**config.mk**
```make
export PLATFORM = sky130hd
export DESIGN_NAME = vgam_front
export DESIGN_NICKNAME = d
export VERILOG_FILES = /design/src/vgam_pkg.sv /design/src/vgam_front.sv
export SDC_FILE = /design/constraint.sdc
export NUM_CORES = 1
export LEC_CHECK = 0
export CAP_MARGIN = 20
export CELL_PAD_IN_SITES_DETAIL_PLACEMENT = 1
export CELL_PAD_IN_SITES_GLOBAL_PLACEMENT = 1
export CORE_AREA = 3 3 213 215
export DETAILED_ROUTE_END_ITERATION = 7
export DIE_AREA = 0 0 216 218
export DONT_BUFFER_PORTS = 1
export PLACE_DENSITY = 0.35
export SKIP_LAST_GASP = 1
export SYNTH_ARGS = -nofsm -noshare
export SYNTH_HDL_FRONTEND = slang
export SYNTH_SLANG_ARGS = --single-unit
```
**constraint.sdc**
```tcl
create_clock -name clk_i -period 6 [get_ports clk_i]
set_input_delay 0.9 -clock clk_i [delete_from_list [all_inputs] [get_ports clk_i]]
set_output_delay 0.9 -clock clk_i [all_outputs]
set_load 0.03 [all_outputs]
```
**src/vgam_pkg.sv**
```systemverilog
// Shared widths, codes and item types of the voxel grid address mapper.
package vgam_pkg;

  localparam int unsigned CNT_W     = 11;  // per-axis voxel count, up to 1024
  localparam int unsigned IDX_W     = 10;  // per-axis voxel index
  localparam int unsigned VI_W      = 30;  // linear voxel index
  localparam int unsigned CRD_W     = 32;  // signed Q16.16 coordinate
  localparam int unsigned SZ_W      = 31;  // voxel size
  localparam int unsigned CNTS_W    = 30;  // packed grid counts register
  localparam int unsigned PLANE_W   = 2 * CNT_W;
  localparam int unsigned DIV_Q     = 11;  // quotient bits of every divider
  localparam int unsigned IN_DATA_W = 160;
  localparam int unsigned OUT_DATA_W = 160;
  localparam int unsigned CFG_IDX_W = 3;

  localparam logic [2:0] FUNC_P2V    = 3'd0;
  localparam logic [2:0] FUNC_IDX    = 3'd1;
  localparam logic [2:0] FUNC_IJK    = 3'd2;
  localparam logic [2:0] FUNC_CORNER = 3'd3;
  localparam logic [2:0] FUNC_INSIDE = 3'd4;

  localparam logic [CFG_IDX_W-1:0] REG_MIN_X  = 3'd0;
  localparam logic [CFG_IDX_W-1:0] REG_MIN_Y  = 3'd1;
  localparam logic [CFG_IDX_W-1:0] REG_MIN_Z  = 3'd2;
  localparam logic [CFG_IDX_W-1:0] REG_SIZE_X = 3'd3;
  localparam logic [CFG_IDX_W-1:0] REG_SIZE_Y = 3'd4;
  localparam logic [CFG_IDX_W-1:0] REG_SIZE_Z = 3'd5;
  localparam logic [CFG_IDX_W-1:0] REG_COUNTS = 3'd6;

  typedef enum logic [2:0] {
    KIND_NONE,
    KIND_P2V,
    KIND_IDX,
    KIND_IJK,
    KIND_CORNER,
    KIND_INSIDE
  } kind_e;

  // Effective grid: sizes already forced non-zero, counts already capped.
  typedef struct packed {
    logic [2:0][CRD_W-1:0] mn;
    logic [2:0][SZ_W-1:0]  sz;
    logic [2:0][CNT_W-1:0] n;
  } cfg_t;

  typedef struct packed {
    kind_e                 kind;
    logic                  req_ok;
    logic [VI_W-1:0]       vindex;
    logic [2:0][IDX_W-1:0] req;
    logic [2:0]            corner;
    logic [2:0][CRD_W-1:0] p;
  } item_t;

  typedef struct packed {
    logic                  ok;
    logic                  in_voxel;
    logic [2:0][IDX_W-1:0] idx;
    logic [VI_W-1:0]       lin;
    logic [2:0][CRD_W-1:0] co;
  } res_t;

endpackage

```
**src/vgam_front.sv**
```systemverilog
// Front end: accepts items, decodes the mode and checks requested axis indices.
module vgam_front (
  input  logic                           clk_i,
  input  logic                           rst_ni,
  input  logic                           in_valid_i,
  output logic                           in_ready_o,
  input  logic [vgam_pkg::IN_DATA_W-1:0] in_data_i,
  input  logic [2:0]                     in_func_i,
  input  vgam_pkg::cfg_t                 cfg_i,
  output logic                           item_vld_o,
  output vgam_pkg::item_t                item_o,
  input  logic                           item_rdy_i
);

  import vgam_pkg::*;

  logic  vld_q;
  item_t item_q;
  item_t item_d;
  logic  accept;

  always_comb begin
    item_d        = '0;
    item_d.vindex = in_data_i[29:0];
    item_d.req    = in_data_i[59:30];
    item_d.corner = in_data_i[62:60];
    item_d.p      = in_data_i[158:63];
    case (in_func_i)
      FUNC_P2V:    item_d.kind = KIND_P2V;
      FUNC_IDX:    item_d.kind = KIND_IDX;
      FUNC_IJK:    item_d.kind = KIND_IJK;
      FUNC_CORNER: item_d.kind = KIND_CORNER;
      FUNC_INSIDE: item_d.kind = KIND_INSIDE;
      default:     item_d.kind = KIND_NONE;
    endcase
    item_d.req_ok = ({1'b0, item_d.req[0]} < cfg_i.n[0]) &&
                    ({1'b0, item_d.req[1]} < cfg_i.n[1]) &&
                    ({1'b0, item_d.req[2]} < cfg_i.n[2]);
  end

  assign in_ready_o = !vld_q || item_rdy_i;
  assign accept     = in_valid_i && in_ready_o;

  always_ff @(posedge clk_i or negedge rst_ni) begin
    if (!rst_ni) begin
      vld_q <= 1'b0;
    end else if (accept) begin
      vld_q <= 1'b1;
    end else if (item_rdy_i) begin
      vld_q <= 1'b0;
    end
  end

  always_ff @(posedge clk_i) begin
    if (accept) begin
      item_q <= item_d;
    end
  end

  assign item_vld_o = vld_q;
  assign item_o     = item_q;

endmodule

```
==> run_results.csv <==
group,metric,value,unit
outcome,status,"finished, final reports clean",
timing,final-setup-viol-count,0,
setup_path,crit_path_max_fanout,77,
finish,layout.cells.most_common,"edfxtp_1",
setup_path,critical_path_cell_count,4,
clock_tree,ctsHoldBuffers,0,
finish,final-seq-area,0.00492,mm²
die,start_util,12.9,%
global_routing,overall_fraction_of_global_route_tracks_in_use,6.56,%
place,place.gp.congestion,0.705,
clock_tree,clk_pin_slew,0.06,ns
place,dp.final_hpwl,12500,µm
power_and_ir_drop,power.static_leakage,0.00236,µW
yosys,netlist_instances,270,
clock_tree,clock_tree_from_tritoncts,"built",
setup_path,critical_path.max_stage_delay,0.50,ns
timing,finalWorstPathRequiredPeriod,2.51,ns
timing,finalMaxSlewViolations,0,
die,rows,77,
yosys,synth.lib_cells_used.distinct,24,
yosys,seq_area_frac_synth,86.7,%
timing,tns,0,ns
finish,multi_input_area,654,µm²
setup_path,critPathCaptureType,"register",
timing,finalHoldViolCount,0,
route,routed-wl-met3,2600,µm
route,routed-wl-met2,7930,µm
yosys,ys_async_sr_fraction,0.610,%
timing,tcrit_tclk_final,41.9,%
route,wl_per_cell,17.8,µm
die,floorplan.die.width,216,µm
clock_tree,clock-sinks,164,
die,floorplan.die_area,0.0471,mm²
yosys,synth_warnings,0,
route,drt_wl_total,15900,µm
route,route.detailed.drc,0,
route,top_layer_used,"met5",
timing,rsz0062_at_grt,"false",
route,detailedRoute.firstIterationViolations,98,
power_and_ir_drop,power.density,383,mW/mm²
setup_path,required,6.08,ns
global_routing,grt_antenna_before_repair,2,
global_routing,grt_pass1_vias,2729,
place,placed_cells_incl_taps,863,
setup_path,startpoint_class,"register",
finish,antenna_cells_inserted,0,
setup_path,cp_slowest_cell,"dfrtp_1",
timing,tightest_slew,0.431,ns
timing,max-slew-margin-rel,71.3,%
timing,clock-skew-final,0.00970,ns
setup_path,worstSetupPathType,"register to register",
die,coreArea,0.0439,mm²
route,first_pass_iters,4,
yosys,mapped_nets,686,
route,antenna_violating_nets_post_route,0,
place,numPortBuffers,0,
finish,fillers,4867,
clock_tree,clockRootBuffer,"clkbuf_16",
setup_path,r2r_cells,4,
global_routing,overflow,0,
setup_path,path_cells,"nand2b_1 > and2_4 > buf_16 > buf_12",
yosys,syn_area,0.00567,mm²
run,maxCapViolations,0,
yosys,synth_enable_flop_cells,163,
clock_tree,clock_tree.buffer_depth,2,
die,die_y,218,µm
setup_path,worstPathBufferInverterCount,2,
setup_path,arrival_time_of_data_at_the_critical_path_endpoint,2.60,ns
finish,nets_finish,707,
route,met1_wirelength,5100,µm
place,detailedPlace.worstSlack,2.83,ns
global_routing,grt_max_degree,88,
power_and_ir_drop,ir_worst_vdd,0.000129,V
worst_hold_path,hold_path_class,"input port to asynchronous set/reset pin",
global_routing,first_pass_grt_wire_length,20900,µm
finish,layout_common_cells,"edfxtp_1 (163), inv_1 (27), ha_1 (27), clkbuf_16 (17), a21oi_1 (12)",
timing,achievable-frequency,398,MHz
route,viasPerCell,2.83,
place,placedInstanceArea,0.00644,mm²
finish,synthToLayoutAreaGrowth,24.7,%
route,vias,2537,
clock_tree,post_cts_resize_count,0,
clock_tree,clock_latency_late_sink,0.44,ns
clock_tree,cts-htree-levels,4,
timing,fin_ws,3.49,ns
setup_path,cpLargestDelayFamily,"simple AND/OR/NAND/NOR gates",
finish,final_instance_count_excl_fillers,896,
finish,final_area,0.00708,mm²
finish,drive_gt1_share,11.5,%
yosys,synth-main-ff-cell,"edfxtp_1",
die,design.portCount,554,
yosys,postSynthRegisterBits,164,
clock_tree,cts_inserted_buffers,17,
yosys,mean_post_synth_cell_area,21.0,µm²
clock_tree,post_cts_buffers,0,
-- per-stage QoR --
stage	hold WS (ns)	power [µW]	utilization [%]
floorplan	0.604	1570	-
CTS	0.108	2780	16.0
global placement	0.604	1600	14.7
detailed placement	0.604	1600	14.7
finish	0.155	2710	16.1
global route	0.104	2840	16.1
-- state kept, by name, indices dropped and copies added, names as in the netlist --
signal,count
item_o,163
item_vld_o,1
-- cells in the mapped netlist, types with 2 or more instances --
library cell / n / area, µm²
a21oi_1: 12 / 60.1
ha_1: 27 / 338
inv_1: 27 / 101
nand2b_1: 4 / 25.0
o21ai_0: 4 / 20.0
o22ai_1: 3 / 18.8
nor2_1: 4 / 15.0
edfxtp_1: 163 / 4890
nand2_1: 7 / 26.3
a21o_1: 4 / 30.0
nand4b_1: 2 / 17.5
-- worst register-to-register path, cell delays in order, from the launching register on --
cell	delay, ns
dfrtp_1	0.50
nand2b_1	0.38
and2_4	0.40
buf_16	0.34
buf_12	0.48
-- report_power, final --
part | switching [µW] | internal, µW
combinational | 53.1 | 26.9
sequential | 151 | 1340
clock | 453 | 681
total | 657 | 2050
-- layer usage --
metal | track usage, % | vias up
li1 | - | 1080
met1 | 5.71 | 1167
met2 | 11.0 | 269
met3 | 5.52 | 17
met4 | 2.63 | 4
met5 | 0 | -
-- final cells by class --
| class | count | area share (%) |
|---|---|---|
| clock buffer | 22 | 6.56 |
| clock inverter | 10 | 2.10 |
| inverter | 27 | 1.43 |
| multi-input combinational | 79 | 9.25 |
| sequential | 164 | 69.5 |
| tap | 592 | 10.5 |
| timing repair buffer | 2 | 0.672 |
-- cell families (layout without fill, tap and decap cells) --
logic type | after synthesis | in the layout | synth area share [%]
DFF | 164 | 164 | 86.7
adders and majority gates | 27 | 27 | 5.95
buffers and inverters | 27 | 61 | 1.79
AOI/OAI and AO/OA | 26 | 26 | 2.71
and+or+nand+nor | 25 | 25 | 2.67
xor gates and xnor gates | 1 | 1 | 0.154
-- path summary, 6_finish.rpt --
check / slack (ns) / from / end
worst max-delay path: 3.49 / item_vld_o / item_o[51]
worst min-delay path: 0.16 / rst_ni / item_vld_o
worst max register to register: 3.49 / item_vld_o / item_o[51]
worst min register to register: 1.02 / item_vld_o / item_vld_o
max in group asynchronous: 5.78 / rst_ni / item_vld_o
min in group clk_i: 0.55 / in_data_i[28] / item_o[157]
Power figures use the tool's default switching activity.
