[src/vgam_pkg.sv]
// Shared widths, codes and item types of the voxel grid address mapper.
package vgam_pkg;

  localparam int unsigned CNT_W     = 11;  // per-axis voxel count, up to 1024
  localparam int unsigned IDX_W     = 10;  // per-axis voxel index
  localparam int unsigned VI_W      = 30;  // linear voxel index
  localparam int unsigned CRD_W     = 32;  // signed Q16.16 coordinate
  localparam int unsigned SZ_W      = 31;  // voxel size
  localparam int unsigned CNTS_W    = 30;  // packed grid counts register
  localparam int unsigned PLANE_W   = 2 * CNT_W;
  localparam int unsigned DIV_Q     = 11;  // quotient bits of every divider
  localparam int unsigned IN_DATA_W = 160;
  localparam int unsigned OUT_DATA_W = 160;
  localparam int unsigned CFG_IDX_W = 3;

  localparam logic [2:0] FUNC_P2V    = 3'd0;
  localparam logic [2:0] FUNC_IDX    = 3'd1;
  localparam logic [2:0] FUNC_IJK    = 3'd2;
  localparam logic [2:0] FUNC_CORNER = 3'd3;
  localparam logic [2:0] FUNC_INSIDE = 3'd4;

  localparam logic [CFG_IDX_W-1:0] REG_MIN_X  = 3'd0;
  localparam logic [CFG_IDX_W-1:0] REG_MIN_Y  = 3'd1;
  localparam logic [CFG_IDX_W-1:0] REG_MIN_Z  = 3'd2;
  localparam logic [CFG_IDX_W-1:0] REG_SIZE_X = 3'd3;
  localparam logic [CFG_IDX_W-1:0] REG_SIZE_Y = 3'd4;
  localparam logic [CFG_IDX_W-1:0] REG_SIZE_Z = 3'd5;
  localparam logic [CFG_IDX_W-1:0] REG_COUNTS = 3'd6;

  typedef enum logic [2:0] {
    KIND_NONE,
    KIND_P2V,
    KIND_IDX,
    KIND_IJK,
    KIND_CORNER,
    KIND_INSIDE
  } kind_e;

  // Effective grid: sizes already forced non-zero, counts already capped.
  typedef struct packed {
    logic [2:0][CRD_W-1:0] mn;
    logic [2:0][SZ_W-1:0]  sz;
    logic [2:0][CNT_W-1:0] n;
  } cfg_t;

  typedef struct packed {
    kind_e                 kind;
    logic                  req_ok;
    logic [VI_W-1:0]       vindex;
    logic [2:0][IDX_W-1:0] req;
    logic [2:0]            corner;
    logic [2:0][CRD_W-1:0] p;
  } item_t;

  typedef struct packed {
    logic                  ok;
    logic                  in_voxel;
    logic [2:0][IDX_W-1:0] idx;
    logic [VI_W-1:0]       lin;
    logic [2:0][CRD_W-1:0] co;
  } res_t;

endpackage

[src/vgam_fifo.sv]
// Two-entry queue that decouples the front end from the arithmetic back end.
module vgam_fifo (
  input  logic            clk_i,
  input  logic            rst_ni,
  input  logic            push_i,
  input  vgam_pkg::item_t push_data_i,
  output logic            full_o,
  input  logic            pop_i,
  output logic            vld_o,
  output vgam_pkg::item_t pop_data_o
);

  import vgam_pkg::*;

  item_t      mem_q [2];
  logic       wr_ptr_q;
  logic       rd_ptr_q;
  logic [1:0] cnt_q;

  always_ff @(posedge clk_i or negedge rst_ni) begin
    if (!rst_ni) begin
      wr_ptr_q <= 1'b0;
      rd_ptr_q <= 1'b0;
      cnt_q    <= 2'd0;
    end else begin
      if (push_i) begin
        wr_ptr_q <= !wr_ptr_q;
      end
      if (pop_i) begin
        rd_ptr_q <= !rd_ptr_q;
      end
      if (push_i && !pop_i) begin
        cnt_q <= cnt_q + 2'd1;
      end else if (pop_i && !push_i) begin
        cnt_q <= cnt_q - 2'd1;
      end
    end
  end

  always_ff @(posedge clk_i) begin
    if (push_i) begin
      mem_q[wr_ptr_q] <= push_data_i;
    end
  end

  assign full_o     = cnt_q == 2'd2;
  assign vld_o      = cnt_q != 2'd0;
  assign pop_data_o = mem_q[rd_ptr_q];

endmodule

[config.mk]
export PLATFORM = sky130hd
export DESIGN_NAME = vgam_fifo
export DESIGN_NICKNAME = d
export VERILOG_FILES = /design/src/vgam_pkg.sv /design/src/vgam_fifo.sv
export SDC_FILE = /design/constraint.sdc
export NUM_CORES = 1
export LEC_CHECK = 0
export BUFFER_PORTS_ARGS = -buffer_cell sky130_fd_sc_hd__clkbuf_2
export CAP_MARGIN = 20
export CORE_MARGIN = 8
export CORE_UTILIZATION = 52
export DETAILED_ROUTE_END_ITERATION = 7
export PLACE_DENSITY = 0.85
export SYNTH_ARGS = -nofsm -noshare
export SYNTH_HDL_FRONTEND = slang
export SYNTH_SLANG_ARGS = --single-unit
[constraint.sdc]
create_clock -name clk_i -period 9.68 [get_ports clk_i]
set_clock_uncertainty 0.15 [all_clocks]
set_input_delay 1.452 -clock clk_i [delete_from_list [all_inputs] [get_ports clk_i]]
set_output_delay 1.452 -clock clk_i [all_outputs]
set_load 0.005 [all_outputs]
==> flow_results.xml <==
<?xml version="1.0" encoding="UTF-8"?>
<metrics>
  <group name="status">
    <metric name="result_of_the_run" unit="">finished clean</metric>
  </group>
  <group name="clock_network">
    <metric name="postCtsResizedCells" unit="">0</metric>
    <metric name="clk_pin_slew_worst_paths" unit="ps">60</metric>
    <metric name="worstSkewPairLatency" unit="ps">480</metric>
    <metric name="numClockSinks" unit="">330</metric>
    <metric name="cts_tree" unit="">yes</metric>
    <metric name="cts_setup_buffers" unit="">0</metric>
    <metric name="clock_tree.htree_level_count" unit="">2</metric>
    <metric name="cts_inserted_buffers" unit="">34</metric>
    <metric name="ctsLongestPathBuffers" unit="">3</metric>
    <metric name="cts_hold_repair.buffers" unit="">0</metric>
    <metric name="ctsRootBufferMaster" unit="">sky130_fd_sc_hd__clkbuf_16</metric>
  </group>
  <group name="die">
    <metric name="initial_core_util" unit="">0.530</metric>
    <metric name="floorplan.die.height" unit="um">168</metric>
    <metric name="fp.coreArea" unit="sq um">22700</metric>
    <metric name="die_outline_area" unit="sq um">28300</metric>
    <metric name="io-pin-count" unit="">332</metric>
    <metric name="standard_cell_rows" unit="">55</metric>
    <metric name="die_width" unit="um">168</metric>
  </group>
  <group name="logic_synthesis">
    <metric name="synth_top_family_by_area" unit="">multiplexers</metric>
    <metric name="synthDistinctLibCells" unit="">13</metric>
    <metric name="postSynthRegisterBits" unit="">330</metric>
    <metric name="post_synth_mux_area_share" unit="">0.152</metric>
    <metric name="synthCells" unit="">523</metric>
    <metric name="synth_fa_ha_area_frac" unit="">0.00104</metric>
    <metric name="synthXorXnorAreaFrac" unit="">0.00364</metric>
    <metric name="syn_nets" unit="">691</metric>
    <metric name="simple_gate_share_of_the_synthesized_area" unit="">0.00239</metric>
    <metric name="yosysWarnings" unit="">0</metric>
    <metric name="synth.yosys.seq_area_share" unit="">0.821</metric>
    <metric name="share_of_the_synthesized_area_in_compound_gates_ao_oa_aoi_oai" unit="">0</metric>
    <metric name="netlist_area" unit="sq um">12000</metric>
    <metric name="post_synth.cell_area_avg" unit="sq um">23.0</metric>
  </group>
  <group name="sta">
    <metric name="min_period" unit="ps">5040</metric>
    <metric name="maxClockFrequency" unit="MHz">198</metric>
    <metric name="min_period_over_period" unit="">0.521</metric>
    <metric name="fin_tns_setup" unit="ps">0</metric>
    <metric name="slew_headroom" unit="">0.324</metric>
    <metric name="final-max-slew-violation-count" unit="">0</metric>
    <metric name="grt_setup_unrepaired" unit="">false</metric>
    <metric name="hold_viol_final" unit="">0</metric>
    <metric name="setup_viol" unit="">0</metric>
    <metric name="timing_worst_slew_pin_value" unit="ps">1010</metric>
    <metric name="holdWs" unit="ps">340</metric>
  </group>
  <group name="setup_path">
    <metric name="critical_path_data_required_time" unit="ps">8080</metric>
    <metric name="critPathSlowestCell" unit="">sky130_fd_sc_hd__buf_4</metric>
    <metric name="critical_path_class" unit="">reg2out</metric>
    <metric name="start_kind" unit="">register</metric>
    <metric name="worstPathCellList" unit="">buf_4 &gt; buf_4 &gt; mux2_2 &gt; clkbuf_2</metric>
    <metric name="cpLargestDelayFamily" unit="">buffers and inverters</metric>
    <metric name="worst_ep_arrival_time" unit="ps">3440</metric>
    <metric name="cp_num_buf_inv" unit="">3</metric>
    <metric name="timing.critical_path.mode_cell" unit="">sky130_fd_sc_hd__buf_4</metric>
    <metric name="crit_path_max_fanout" unit="">79</metric>
    <metric name="worstSetupEndpointType" unit="">output port</metric>
    <metric name="slowest_stage_delay_cp" unit="ps">920</metric>
  </group>
  <group name="power">
    <metric name="vdd_drop_max" unit="V">0.000217</metric>
    <metric name="cellPowerDensity" unit="nW/um^2">288</metric>
    <metric name="static-leakage-power" unit="uW">0.00571</metric>
  </group>
  <group name="global_route">
    <metric name="grt_antenna_before_repair" unit="">0</metric>
    <metric name="via_count_of_the_first_global_routing_pass" unit="">6800</metric>
    <metric name="gr-usage-all-layers" unit="">0.178</metric>
    <metric name="grt_residual_overflow" unit="">0</metric>
    <metric name="grt_first_pass_wirelength" unit="um">38300</metric>
    <metric name="grt_max_degree" unit="">129</metric>
  </group>
  <group name="placement">
    <metric name="dpl.hpwl" unit="um">17700</metric>
    <metric name="quantity_of_i_o_buffers_inserted_on_ports" unit="">331</metric>
    <metric name="weighted_congestion_at_the_end_of_routability_driven_global_placement" unit="">0.750</metric>
  </group>
  <group name="routing">
    <metric name="drt_wl_total" unit="um">26100</metric>
    <metric name="vias" unit="">6207</metric>
    <metric name="drt_iter0_drc" unit="">453</metric>
    <metric name="drt_first_pass_iters" unit="">4</metric>
    <metric name="post_drt_antenna_nets" unit="">0</metric>
    <metric name="route.detailed.drc" unit="">0</metric>
    <metric name="post_drt_via_cell_ratio" unit="">5.22</metric>
    <metric name="detail_route.wl_per_cell" unit="um">21.9</metric>
  </group>
  <group name="layout">
    <metric name="syn2layout_area_growth" unit="%">24.1</metric>
    <metric name="fillers" unit="">1501</metric>
    <metric name="nets" unit="">1046</metric>
    <metric name="area_of_the_multi_input_gates" unit="sq um">1930</metric>
    <metric name="seq_area" unit="sq um">9890</metric>
    <metric name="mostFrequentLayoutCells" unit="">331 x sky130_fd_sc_hd__clkbuf_2, 326 x sky130_fd_sc_hd__edfxtp_1, 163 x sky130_fd_sc_hd__mux2_2</metric>
    <metric name="antenna-diode-count" unit="">0</metric>
    <metric name="proportion_of_layout_cells_with_a_drive_suffix_above_1" unit="">0.604</metric>
    <metric name="mostFrequentLayoutCell" unit="">sky130_fd_sc_hd__clkbuf_2</metric>
  </group>
  <group name="run">
    <metric name="count_of_maximum_capacitance_violations" unit="">0</metric>
  </group>
  <group name="hold_path">
    <metric name="min_path_type" unit="">reg2reg</metric>
  </group>
</metrics>
-- kinds of logic (layout without fill, tap and decap cells) --
group	Yosys count	after routing
flops	330	330
mux	163	163
buf+inv	19	400
xor+xnor	5	5
simple gates	5	5
fa+ha+maj	1	1
-- per-layer routing --
metal  vias up  global-route usage  wire, um
met4         0              0.0543       536
met1      3083               0.186      8960
li1       2809                   -         -
met5         -                   0         0
met3        44              0.0732      2660
met2       271               0.321     13900
-- report_power, final --
| group | internal, uW | total [uW] | switching, uW |
|---|---|---|---|
| logic | 543 | 1130 | 589 |
| registers | 1900 | 1980 | 78.6 |
| clock network | 693 | 1200 | 504 |
| total | 3130 | 4310 | 1170 |
-- final timing paths --
path,startpoint,endpoint,slack (ps),depth (start not counted)
worst max-delay path,rd_ptr_q,pop_data_o[157],4640,4
worst min-delay path,cnt_q[1],cnt_q[1],340,1
worst max register to register,wr_ptr_q,mem_q[1][19],6620,3
worst min register to register,cnt_q[1],cnt_q[1],340,1
max in group asynchronous,rst_ni,rd_ptr_q,8600,1
min in group asynchronous,rst_ni,cnt_q[1],620,1
-- cell type report --
type,instances,share of cell area
multi-input combinational,174,0.129
sequential,330,0.662
clock buffer,42,0.0603
clock inverter,20,0.00921
tap,285,0.0239
timing repair buffer,337,0.115
inverter,1,0.000251
-- synth_stat cells (all sizes together) --
library cell | number | share of area
and2 | 1 | 0.00052
buf | 6 | 0.0056
clkbuf | 12 | 0.014
dfrtp | 4 | 0.0083
edfxtp | 326 | 0.81
ha | 1 | 0.0010
inv | 1 | 0.00031
mux2 | 163 | 0.15
nor2 | 1 | 0.00031
nor2b | 2 | 0.0010
or2 | 1 | 0.00052
xnor2 | 1 | 0.00073
xor2 | 4 | 0.0029
-- registers in the layout, indices dropped and copies added (netlist names) --
register,flops
cnt_q,2
wr_ptr_q,1
rd_ptr_q,1
mem_q,326
-- metrics by stage --
stage,util,instances,instance area [sq um],power (uW),worst slack [ps]
5_1_grt,0.658,1189,15000,4490,4430
4_1_cts,0.657,1188,14900,4360,4600
6_report,0.658,1189,15000,4310,4640
2_1_floorplan,-,523,12000,2750,327
3_3_place_gp,0.612,1126,13900,3120,5110
3_5_place_dp,0.612,1126,13900,3150,5140
Power figures use the tool's default switching activity.
